==> src/hdl/sgt_pkg.sv <==
// sgt_pkg: types, codes and widths shared by the session token controller
// depends on nothing; every other file imports it
`timescale 1ns / 1ps

package sgt_pkg;

  localparam int ID_W  = 32;
  localparam int GEN_W = 32;

  typedef enum logic [2:0] {
    KIND_BEGIN          = 3'd0,
    KIND_ADMIT          = 3'd1,
    KIND_SET_INFLIGHT   = 3'd2,
    KIND_CLEAR_INFLIGHT = 3'd3,
    KIND_DRAIN          = 3'd4,
    KIND_FLUSH          = 3'd5,
    KIND_FINISH_DRAIN   = 3'd6,
    KIND_CHECK          = 3'd7
  } kind_t;

  typedef enum logic [1:0] {
    ST_OK    = 2'd0,
    ST_ARG   = 2'd1,
    ST_STATE = 2'd2,
    ST_STALE = 2'd3
  } status_t;

  typedef enum logic [1:0] {
    PH_IDLE   = 2'd0,
    PH_ACCEPT = 2'd1,
    PH_DRAIN  = 2'd2
  } phase_t;

  typedef struct packed {
    kind_t              kind;
    logic [ID_W-1:0]    sess_id;
    logic [ID_W-1:0]    token_request_id;
    logic [GEN_W-1:0]   token_generation;
    logic               downstream_empty;
  } cmd_t;

  typedef struct packed {
    status_t            status;
    logic [ID_W-1:0]    issued_request_id;
    logic [GEN_W-1:0]   issued_generation;
    logic [ID_W-1:0]    closed_id;
    logic               is_current;
    phase_t             session_state;
  } res_t;

  // handshake between the command register and the result register
  typedef struct packed {
    logic fire;   // command register hands its command to the core this cycle
    logic room;   // result register can take a result this cycle
  } pipe_ctl_t;

endpackage

==> src/hdl/sgt_if.sv <==
// sgt_cmd_if / sgt_res_if: valid-ready channels for commands and results
// depends on sgt_pkg
`timescale 1ns / 1ps

interface sgt_cmd_if;
  import sgt_pkg::*;
  logic valid;
  logic ready;
  cmd_t payload;
  modport source (output valid, output payload, input ready);
  modport sink (input valid, input payload, output ready);
endinterface

interface sgt_res_if;
  import sgt_pkg::*;
  logic valid;
  logic ready;
  res_t payload;
  modport source (output valid, output payload, input ready);
  modport sink (input valid, input payload, output ready);
endinterface

==> src/hdl/sgt_in_reg.sv <==
// sgt_in_reg: command register in front of the session core
// depends on sgt_pkg
`timescale 1ns / 1ps

module sgt_in_reg (
  input  logic               clk,
  input  logic               rst_n,
  input  logic               in_valid,
  output logic               in_ready,
  input  sgt_pkg::cmd_t      in_cmd,
  input  logic               room,
  output sgt_pkg::pipe_ctl_t ctl,
  output sgt_pkg::cmd_t      cmd
);
  import sgt_pkg::*;

  logic cmd_v_r;
  logic cmd_v_nxt;
  cmd_t cmd_r;

  assign ctl.fire = cmd_v_r & room;
  assign ctl.room = room;
  assign in_ready = ~cmd_v_r | room;
  assign cmd      = cmd_r;

  always_comb begin
    cmd_v_nxt = cmd_v_r;
    if (in_ready) begin
      cmd_v_nxt = in_valid;
    end
  end

  always_ff @(posedge clk) begin
    if (!rst_n) begin
      cmd_v_r <= 1'b0;
    end else begin
      cmd_v_r <= cmd_v_nxt;
    end
  end

  always_ff @(posedge clk) begin
    if (in_valid && in_ready) begin
      cmd_r <= in_cmd;
    end
  end

endmodule

==> src/hdl/sgt_core.sv <==
// sgt_core: session phase machine, generation counter and in-flight token
// depends on sgt_pkg
`timescale 1ns / 1ps

module sgt_core (
  input  logic               clk,
  input  logic               rst_n,
  input  sgt_pkg::pipe_ctl_t ctl,
  input  sgt_pkg::cmd_t      cmd,
  output sgt_pkg::res_t      res
);
  import sgt_pkg::*;

  localparam logic [GEN_W-1:0] GEN_ONE = {{(GEN_W-1){1'b0}}, 1'b1};

  phase_t            phase_r, phase_nxt;
  logic [ID_W-1:0]   active_id_r, active_id_nxt;
  logic [GEN_W-1:0]  gen_r, gen_nxt;
  logic              infl_r, infl_nxt;
  logic [ID_W-1:0]   infl_req_r, infl_req_nxt;
  logic [GEN_W-1:0]  infl_gen_r, infl_gen_nxt;

  logic [GEN_W-1:0]  gen_inc;
  logic [GEN_W-1:0]  gen_bumped;
  logic              rid_zero;
  logic              tok_zero;
  logic              tok_current;
  logic              tok_is_infl;

  assign gen_inc     = gen_r + GEN_ONE;
  assign gen_bumped  = (gen_inc == '0) ? GEN_ONE : gen_inc;   // wrap skips zero
  assign rid_zero    = (cmd.sess_id == '0);
  assign tok_zero    = (cmd.token_request_id == '0) || (cmd.token_generation == '0);
  assign tok_current = !tok_zero && (phase_r != PH_IDLE) &&
                       (active_id_r == cmd.token_request_id) &&
                       (gen_r == cmd.token_generation);
  assign tok_is_infl = infl_r && (infl_req_r == cmd.token_request_id) &&
                       (infl_gen_r == cmd.token_generation);

  // next state
  always_comb begin
    phase_nxt     = phase_r;
    active_id_nxt = active_id_r;
    gen_nxt       = gen_r;
    infl_nxt      = infl_r;
    infl_req_nxt  = infl_req_r;
    infl_gen_nxt  = infl_gen_r;
    case (cmd.kind)
      KIND_BEGIN: begin
        if (!rid_zero) begin
          gen_nxt       = gen_bumped;
          active_id_nxt = cmd.sess_id;
          phase_nxt     = PH_ACCEPT;
        end
      end
      KIND_SET_INFLIGHT: begin
        if (!tok_zero && !infl_r && tok_current) begin
          infl_nxt     = 1'b1;
          infl_req_nxt = cmd.token_request_id;
          infl_gen_nxt = cmd.token_generation;
        end
      end
      KIND_CLEAR_INFLIGHT: begin
        if (!tok_zero && tok_is_infl) begin
          infl_nxt     = 1'b0;
          infl_req_nxt = '0;
          infl_gen_nxt = '0;
        end
      end
      KIND_DRAIN: begin
        if (!rid_zero && active_id_r == cmd.sess_id && phase_r != PH_IDLE) begin
          phase_nxt = PH_DRAIN;
        end
      end
      KIND_FLUSH: begin
        if (!rid_zero && (active_id_r == '0 || active_id_r == cmd.sess_id)) begin
          phase_nxt     = PH_IDLE;
          active_id_nxt = '0;
          gen_nxt       = gen_bumped;
        end
      end
      KIND_FINISH_DRAIN: begin
        if (phase_r == PH_DRAIN && cmd.downstream_empty && !infl_r) begin
          phase_nxt     = PH_IDLE;
          active_id_nxt = '0;
          gen_nxt       = gen_bumped;
        end
      end
      default: begin
      end
    endcase
  end

  // result fields
  always_comb begin
    res                     = '0;
    res.status              = ST_OK;
    res.session_state       = phase_nxt;
    case (cmd.kind)
      KIND_BEGIN: begin
        if (rid_zero) res.status = ST_ARG;
      end
      KIND_ADMIT: begin
        if (phase_r != PH_ACCEPT || active_id_r == '0) begin
          res.status = ST_STATE;
        end else begin
          res.issued_request_id = active_id_r;
          res.issued_generation = gen_r;
        end
      end
      KIND_SET_INFLIGHT: begin
        if (tok_zero) res.status = ST_ARG;
        else if (infl_r) res.status = ST_STATE;
        else if (!tok_current) res.status = ST_STALE;
      end
      KIND_CLEAR_INFLIGHT: begin
        if (tok_zero) res.status = ST_ARG;
        else if (!tok_is_infl) res.status = ST_STALE;
      end
      KIND_DRAIN: begin
        if (rid_zero) res.status = ST_ARG;
        else if (active_id_r != cmd.sess_id || phase_r == PH_IDLE) res.status = ST_STALE;
      end
      KIND_FLUSH: begin
        if (rid_zero) res.status = ST_ARG;
        else if (active_id_r != '0 && active_id_r != cmd.sess_id) res.status = ST_STALE;
      end
      KIND_FINISH_DRAIN: begin
        if (phase_r != PH_DRAIN || !cmd.downstream_empty || infl_r) begin
          res.status = ST_STATE;
        end else begin
          res.closed_id = active_id_r;
        end
      end
      KIND_CHECK: begin
        res.is_current = tok_current;
      end
      default: begin
      end
    endcase
  end

  always_ff @(posedge clk) begin
    if (!rst_n) begin
      phase_r     <= PH_IDLE;
      active_id_r <= '0;
      gen_r       <= GEN_ONE;
      infl_r      <= 1'b0;
      infl_req_r  <= '0;
      infl_gen_r  <= '0;
    end else if (ctl.fire) begin
      phase_r     <= phase_nxt;
      active_id_r <= active_id_nxt;
      gen_r       <= gen_nxt;
      infl_r      <= infl_nxt;
      infl_req_r  <= infl_req_nxt;
      infl_gen_r  <= infl_gen_nxt;
    end
  end

  a_gen_nonzero: assert property (@(posedge clk) disable iff (!rst_n)
    gen_r != '0) else $error("generation counter reached zero");

  a_idle_no_id: assert property (@(posedge clk) disable iff (!rst_n)
    (phase_r == PH_IDLE) == (active_id_r == '0))
    else $error("active id does not agree with idle phase");

  a_infl_clean: assert property (@(posedge clk) disable iff (!rst_n)
    !infl_r |-> (infl_req_r == '0 && infl_gen_r == '0))
    else $error("stale in-flight token left behind");

  a_begin_bumps: assert property (@(posedge clk) disable iff (!rst_n)
    ctl.fire && cmd.kind == KIND_BEGIN && cmd.sess_id != '0
    |=> gen_r != $past(gen_r)) else $error("begin did not advance generation");

  a_hold_idle: assert property (@(posedge clk) disable iff (!rst_n)
    !ctl.fire |=> $stable(gen_r) && $stable(phase_r))
    else $error("session state moved without a command");

endmodule

==> src/hdl/sgt_out_reg.sv <==
// sgt_out_reg: result register that holds a result until the sink takes it
// depends on sgt_pkg
`timescale 1ns / 1ps

module sgt_out_reg (
  input  logic               clk,
  input  logic               rst_n,
  input  sgt_pkg::pipe_ctl_t ctl,
  input  sgt_pkg::res_t      res,
  output logic               room,
  output logic               out_valid,
  input  logic               out_ready,
  output sgt_pkg::res_t      out_res
);
  import sgt_pkg::*;

  logic res_v_r;
  logic res_v_nxt;
  res_t res_r;

  assign room      = ~res_v_r | out_ready;
  assign out_valid = res_v_r;
  assign out_res   = res_r;

  always_comb begin
    res_v_nxt = res_v_r;
    if (room) begin
      res_v_nxt = ctl.fire;
    end
  end

  always_ff @(posedge clk) begin
    if (!rst_n) begin
      res_v_r <= 1'b0;
    end else begin
      res_v_r <= res_v_nxt;
    end
  end

  always_ff @(posedge clk) begin
    if (ctl.fire) begin
      res_r <= res;
    end
  end

endmodule

==> src/hdl/session_generation_token_fsm.sv <==
// session_generation_token_fsm: top level of the session lifecycle controller
// depends on sgt_pkg, sgt_if, sgt_in_reg, sgt_core and sgt_out_reg
//
//   channel   dir   handshake           payload
//   in_cmd    in    valid / ready       sgt_pkg::cmd_t (kind, ids, generation, downstream_empty)
//   out_res   out   valid / ready       sgt_pkg::res_t (status, token, closed id, flags)
//
// one command per cycle sustained while the sink keeps taking results; an accepted command
// passes through the command register, then the result register, which presents its result,
// computed in a single pass through sgt_core
// rst_n is synchronous, active low: idle phase, generation 1, nothing in flight, both regs empty
// a stalled result holds in the result register; the command register keeps taking a
// new transaction whenever the result register frees up in the same cycle
`timescale 1ns / 1ps

module session_generation_token_fsm (
  input  logic        clk,
  input  logic        rst_n,
  sgt_cmd_if.sink     in_cmd,
  sgt_res_if.source   out_res
);
  import sgt_pkg::*;

  pipe_ctl_t ctl;    // fire/room between the two registers
  cmd_t      cmd;    // command waiting in the command register
  res_t      res;    // result computed from it this cycle
  logic      room;   // result register can load

  // command register: a transaction lands here, the core reads it next cycle
  sgt_in_reg u_in_reg (
    .clk      (clk),
    .rst_n    (rst_n),
    .in_valid (in_cmd.valid),
    .in_ready (in_cmd.ready),
    .in_cmd   (in_cmd.payload),
    .room     (room),
    .ctl      (ctl),
    .cmd      (cmd)
  );

  // phase machine, generation counter and in-flight token; state commits on fire
  sgt_core u_core (
    .clk   (clk),
    .rst_n (rst_n),
    .ctl   (ctl),
    .cmd   (cmd),
    .res   (res)
  );

  // result register, loaded on fire, drained by the sink
  sgt_out_reg u_out_reg (
    .clk       (clk),
    .rst_n     (rst_n),
    .ctl       (ctl),
    .res       (res),
    .room      (room),
    .out_valid (out_res.valid),
    .out_ready (out_res.ready),
    .out_res   (out_res.payload)
  );

endmodule
==> src/flat_wrapper.sv <==
// flat-port wrapper written by rule: the top's interface ports become plain ports
module session_generation_token_fsm_flat import sgt_pkg::*;
  (clk, rst_n, in_cmd_valid, in_cmd_payload, in_cmd_ready, out_res_valid, out_res_payload, out_res_ready);
  sgt_cmd_if in_cmd_i ();
  sgt_res_if out_res_i ();
  input  logic clk;
  input  logic rst_n;
  input wire logic [$bits(in_cmd_i.valid)-1:0] in_cmd_valid;
  input wire logic [$bits(in_cmd_i.payload)-1:0] in_cmd_payload;
  output wire logic [$bits(in_cmd_i.ready)-1:0] in_cmd_ready;
  output wire logic [$bits(out_res_i.valid)-1:0] out_res_valid;
  output wire logic [$bits(out_res_i.payload)-1:0] out_res_payload;
  input wire logic [$bits(out_res_i.ready)-1:0] out_res_ready;
  assign in_cmd_i.valid = in_cmd_valid;
  assign in_cmd_i.payload = in_cmd_payload;
  assign in_cmd_ready = in_cmd_i.ready;
  assign out_res_valid = out_res_i.valid;
  assign out_res_payload = out_res_i.payload;
  assign out_res_i.ready = out_res_ready;
  session_generation_token_fsm u_core (.clk(clk), .rst_n(rst_n), .in_cmd(in_cmd_i), .out_res(out_res_i));
endmodule
==> config.mk <==
export PLATFORM = sky130hd
export DESIGN_NAME = session_generation_token_fsm_flat
export DESIGN_NICKNAME = d
export VERILOG_FILES = /design/src/hdl/sgt_pkg.sv /design/src/hdl/sgt_if.sv /design/src/hdl/sgt_in_reg.sv /design/src/hdl/sgt_core.sv /design/src/hdl/sgt_out_reg.sv /design/src/hdl/session_generation_token_fsm.sv /design/src/flat_wrapper.sv
export SDC_FILE = /design/constraint.sdc
export NUM_CORES = 1
export LEC_CHECK = 0
export ABC_AREA = 1
export BUFFER_PORTS_ARGS = -buffer_cell sky130_fd_sc_hd__buf_2
export CORE_AREA = 4 4 214 216
export DETAILED_ROUTE_END_ITERATION = 8
export DIE_AREA = 0 0 218 220
export SLEW_MARGIN = 20
export SYNTH_ARGS = -nofsm -noshare
export SYNTH_HDL_FRONTEND = slang
export SYNTH_SLANG_ARGS = --single-unit
export TNS_END_PERCENT = 100
==> constraint.sdc <==
create_clock -name clk -period 9 [get_ports clk]
set_input_delay 1.8 -clock clk [delete_from_list [all_inputs] [get_ports clk]]
set_output_delay 1.8 -clock clk [all_outputs]
set_load 0.05 [all_outputs]
# Word level (Yosys, flattened, before mapping)

Index checks and enable logic that the tools add are counted.

Output and inout bits: 103
Word-level logic and storage cells: 123
Flip-flop bits (word level): 334
Input bits: 104

Bitwise gates (word level): 7
Reductions and logical operators: 40
Multiplexer cells: 35
Equality and inequality tests: 21
Add/sub/neg operators: 1

Operator list:

| kind                  | count |
|---|---|
| $mux 32               | 10 |
| $pmux 32 s3           | 2 |
| $eq 32x32->1          | 5 |
| $logic_not 32->1      | 5 |
| $pmux 32 s2           | 2 |
| $add 32x1->32 const B | 1 |
| $ne 32x32->1          | 1 |
| $reduce_bool 32->1    | 1 |
| $mux 2                | 15 |
| $logic_and 1x1->1     | 15 |
| $pmux 2 s7            | 1 |
| $eq 3x3->1 const B    | 4 |
| $ne 2x2->1 const B    | 6 |
| $pmux 2 s4            | 1 |
| $eq 3x2->1 const B    | 2 |
| $logic_or 1x1->1      | 6 |
| $reduce_and 5->1      | 1 |
| $logic_not 1->1       | 4 |
| $not 1->1             | 4 |
| $reduce_and 4->1      | 1 |
| $reduce_bool 2->1     | 2 |
| $reduce_or 2->1       | 2 |
| $eq 3x1->1 const B    | 1 |
| $logic_not 3->1       | 1 |
| other kinds (8)       | 11 |

# Logic depth before layout (Yosys ltp)

Depth after elaboration: 10
Mapped depth: 17

# Cells and area by module

A second synthesis with hierarchy kept.

Cell total of the unflattened synthesis: 2213
Area total of the unflattened synthesis: 17055.1 sq um

By module, submodules not included:

| module      | instances | sequential area each (sq um) | area each (sq um) | cells an instance |
|---|---|---|---|---|
| sgt_core    | 1         | 2622.5                       | 10906.7           | 1996 |
| sgt_out_reg | 1         | 3052.9                       | 3079.2            | 107 |
| sgt_in_reg  | 1         | 3022.9                       | 3069.2            | 110 |

# Least setup slack after synthesis

OpenSTA, ideal clock, no wires.

Kind: input-to-reg
From: input out_res_ready
To: register u_core.u_in_reg.cmd_r, in the netlist u_core.u_in_reg.cmd[0] (enable)
Path slack: 4.214 ns
Arrival time: 4.332 ns
Cell stages on the path: 4
Cells stage by stage: inv_1 > nand3_1 > nand2_1 > inv_1

Cells in the longest elaborated chain, start to end: 3

Ends and longest elaborated chain:

| item                   | RTL line           | source |
|---|---|---|
| start: declaration     | flat_wrapper.sv:13 | `input wire logic [$bits(out_res_i.ready)-1:0] out_res_ready;` |
| $or 1x1->1             | sgt_out_reg.sv:21  | `assign room = ~res_v_r \| out_ready;` |
| $or 1x1->1             | sgt_in_reg.sv:23   | `assign in_ready = ~cmd_v_r \| room;` |
| via in_cmd_ready       | flat_wrapper.sv:10 | `output wire logic [$bits(in_cmd_i.ready)-1:0] in_cmd_ready;` |
| $logic_and 1x1->1      | sgt_in_reg.sv:42   | `if (in_valid && in_ready) begin` |
| end signal: assignment | sgt_in_reg.sv:43   | `cmd_r <= in_cmd;` |
| end: declaration       | sgt_in_reg.sv:19   | `cmd_t cmd_r;` |

The timed path passes the listed nets, and every way through them passes these cells.
A chain may end at the register's enable or synchronous reset.

# Final worst setup path

From: input out_res_ready
To: output in_cmd_ready

Cells in the longest elaborated chain, start to end: 2

Ends and longest elaborated chain:

| item             | RTL line |
|---|---|
| $or 1x1->1       | sgt_out_reg.sv:21 |
| $or 1x1->1       | sgt_in_reg.sv:23 |
| end: declaration | flat_wrapper.sv:10 |

Every way passes these cells.

==> summary.md <==
| Metric | Value |
|---|---|
| Clock-pin transition on the worst setup and hold timing paths | ~0.060 ns |
| Worst Path Arrival | 2.28 ns |
| Post-synth cell types | 31 |
| Vias in the first global route | 14,700 |
| Time the worst path needs with I/O delays and setup | 4.08 ns |
| Fraction of post-synthesis cell area in the top cell type by area | 0.357 |
| Most frequent standard cell in the layout excluding fill and tap cells | sky130_fd_sc_hd__nand2_1 |
| Nets@finish | approximately 2,500 |
| Post-synthesis cell area | between 0.015 and 0.02 mm² |
| Number of buffer and inverter stages on the critical path | 3 |
| Family with the most delay on the worst path | buffers and inverters |
| Biggest area consumer among synthesized cells | sky130_fd_sc_hd__edfxtp_1 |
| Gp weighted congestion | ~1 |
| Worst ir drop on vdd | around 0.12 mV |
| Proportion of synthesized chip area in sequential cells | 0.514 |
| Syn Inst Count | between 2,000 and 2,500 |
| Detail Route met2 WL | 26,100 µm |
| Required arrival time at the worst endpoint | just over 7 ns |
| Post-cts hold buffer count | 0 |
| Count of max-cap constraint violations | 0 |
| Clock network latency to the later pin of the worst-skew pair | about 0.57 ns |
| Cell types occupying the most area after synthesis | sky130_fd_sc_hd__edfxtp_1 36%, sky130_fd_sc_hd__dfxtp_1 16%, sky130_fd_sc_hd__nand2_1 14%, sky130_fd_sc_hd__nor2_1 9.4%, sky130_fd_sc_hd__inv_1 5.4% |
| Total power divided by cell area | 193 mW/mm² |
| Htree depth | 2 |
| Antenna viol nets, final | 0 |
| Crit path capture type | output port |
| First-pass GRT wire length | between 80,000 and 90,000 µm |
| Crit share post-route | 0.453 |
| Most frequent CP cell | sky130_fd_sc_hd__buf_2 |
| Mean area per synthesized cell | between 7 and 8 µm² |
| Standby leakage power | between 0.007 and 0.008 µW |
| Path type of the worst min-delay path | reg -> reg |
| GRT Residual Overflow | 0 |
| Final-report max-slew violation count | 0 |
| Die Span Y | roughly 220 µm |
| CTS sink count | approximately 330 |
| Clock root buffer master | sky130_fd_sc_hd__clkbuf_16 |
| Final setup violation count | 0 |
| Number of buffers added for setup after CTS | 0 |
| Routed length per placed instance | between 15 and 20 µm |
| Die Footprint | about 0.048 mm² |
| PortBufs | 206 |
| Syn Nets | about 2,300 |
| Highest metal layer with signal wires | met4 |
| Critical path, cell by cell | buf_2 > inv_1 > nand3_1 > buf_2 |
| Bufs on Longest Clock Path | 3 |
| Pin count of the biggest net entering global routing | a little under 100 |
| Final worst clock skew | roughly 0.029 ns |
| Crit-path slowest cell | sky130_fd_sc_hd__buf_2 |
| Total number of yosys warnings | 0 |
| Critical setup path kind | in -> out |
| Post-route worst setup slack | 4.92 ns |
| Count of fill cells added during filler insertion | 4,476 |
| Overall track demand over capacity in global routing | 0.239 |
| Actual transition at the worst max-transition pin | around 1.1 ns |
| Routed via count | around 16,000 |
| Outcome | finished, final reports clean |
| Achievable Freq | roughly 250 MHz |
| Wire length on met1 | 25,800 µm |
| Wire length after detailed routing | 58,900 µm |
| Slew margin rel. | 0.272 |
| DRT Pass-1 Iters | 5 |
| RSZ-0062 raised after global routing | false |
| Place WS | approximately 4.4 ns |
| Overall power consumption | 3800 µW |
| Count of endpoints failing hold in the final timing report | 0 |
| Placeable core region | around 0.044 mm² |
| Routed wl met3 | 4830 µm |
| Number of DRC violations after detailed routing | 0 |
| # IOs | 207 |
| Post-DP HPWL | around 44,000 µm |
| PostCTS Resize Cnt | 0 |
| Setup Total Neg Slack | 0 ns |
| Layout Area Growth over Synthesis | 16.5% |
| X dimension of the die | around 220 µm |
| Antenna cells | 0 |
| CTS tree | yes |
| Top library cells by usage in the layout, fill and taps aside | 625 x sky130_fd_sc_hd__nand2_1, 422 x sky130_fd_sc_hd__nor2_1, 242 x sky130_fd_sc_hd__inv_1, 206 x sky130_fd_sc_hd__buf_2, 201 x sky130_fd_sc_hd__edfxtp_1 |
| Violation count after the first detailed-route iteration | between 1,500 and 2,000 |
| Row Count | 77 |
| Starting Density | 0.385 |
| Average vias per placed instance | 5.21 |
| Number of antenna violations at the first check in global routing | 0 |
| Total CTS buffers | 40 |
| Kind of start point of the critical path | input port |
| Number of storage elements in the synthesis netlist | 334 |
| Peak fanout along the critical path | 3 |
| Ratio of cells with drive above 1 in the final layout | 0.123 |
| CP max stage delay | 0.28 ns |
## stage by stage
stage / util / instances / hold WS [ns] / instance area, µm²
finish: 0.449 / 2999 / 0.475 / 19700
floorplan: - / 2197 / 0.439 / 16900
CTS: 0.448 / 2999 / 0.475 / 19700
global placement: 0.418 / 2926 / 0.451 / 18400
global route: 0.449 / 2999 / 0.494 / 19700
detailed placement: 0.418 / 2926 / 0.461 / 18400
## flip-flops by register name, indices dropped and copies added (netlist names)
| signal | count |
|---|---|
| u_core.u_in_reg.cmd | 100 |
| u_core.u_in_reg.cmd_v_r | 1 |
| u_core.u_core.gen_r | 32 |
| u_core.u_core.phase_r | 2 |
| u_core.u_out_reg.out_valid | 1 |
| u_core.u_core.infl_r | 1 |
| u_core.u_core.infl_gen_r | 32 |
| u_core.u_out_reg.out_res | 101 |
| u_core.u_core.infl_req_r | 32 |
| u_core.u_core.active_id_r | 32 |
## per-layer routing
layer,GRT usage,vias up
met4,0.0817,0
met1,0.335,7354
met5,0,-
li1,-,7490
met2,0.372,660
met3,0.0451,123
## worst reg2reg max path, cell delays in order (launching register included)
cell	delay, ns
sky130_fd_sc_hd__dfxtp_1	0.50
sky130_fd_sc_hd__inv_1	0.20
sky130_fd_sc_hd__nand2_1	0.16
sky130_fd_sc_hd__nand2_1	0.07
sky130_fd_sc_hd__nor2_1	0.10
sky130_fd_sc_hd__nand3_1	0.10
sky130_fd_sc_hd__nor2_1	0.10
sky130_fd_sc_hd__nand3_1	0.12
sky130_fd_sc_hd__nor2_1	0.15
sky130_fd_sc_hd__nand3_1	0.10
sky130_fd_sc_hd__nand2_2	0.06
sky130_fd_sc_hd__buf_4	0.60
sky130_fd_sc_hd__nand3_2	0.83
sky130_fd_sc_hd__buf_4	0.54
sky130_fd_sc_hd__nand2_1	0.15
sky130_fd_sc_hd__a21oi_1	0.07
## where the power goes
part           switching (µW)  total, µW  internal (µW)
registers                61.1       1750           1690
clock network             663       1680           1010
logic                     282        381           98.9
total                    1010       3800           2800
## cells by family (layout without fill, tap and decap cells)
family                     after synthesis  after routing  share of synthesized area
xor gates and xnor gates                58             58                     0.0300
DFF                                    334            334                      0.514
buffers and inverters                  328            538                     0.0809
AOI/OAI and AO/OA                      170            170                     0.0513
adders and majority gates                2              2                    0.00148
and+or+nand+nor                       1305           1305                      0.322
## synth_stat cells, drive strengths merged
cell and n:
nor4 23, o2111ai 2, xor2 27, edfxtp 201, nor2 424, a211oi 2, buf 38, nand2 628
dfxtp 133, o21ai 57, ha 2, clkbuf 41, nor3 33, o22ai 2, nand3b 2, or2 4
o21bai 1, nand4 130, nor3b 3, a21oi 106, nand3 58, xnor2 31, inv 249
## cell type report
class                           instances  area (µm²)  share of cell area
Timing Repair Buffer                  216        1110              0.0561
Inverter                              249         942              0.0478
Clock inverter                         22         280              0.0142
Tap cell                              592         741              0.0376
Multi-Input combinational cell       1535        6870               0.349
Sequential cell                       334        8700               0.441
Clock buffer                           51        1060              0.0540
## path summary, 6_finish.rpt
kind	from	end	slack, ns	cells past startpoint
max reg2reg	u_core.u_core.gen_r[1]	u_core.u_core.infl_req_r[28]	5.02	15
min reg2reg	u_core.u_core.infl_req_r[15]	u_core.u_core.infl_req_r[15]	0.47	2
max	out_res_ready	in_cmd_ready	4.92	4
min	u_core.u_core.infl_req_r[15]	u_core.u_core.infl_req_r[15]	0.47	2
Note: power is estimated with default switching activity, not from simulation.
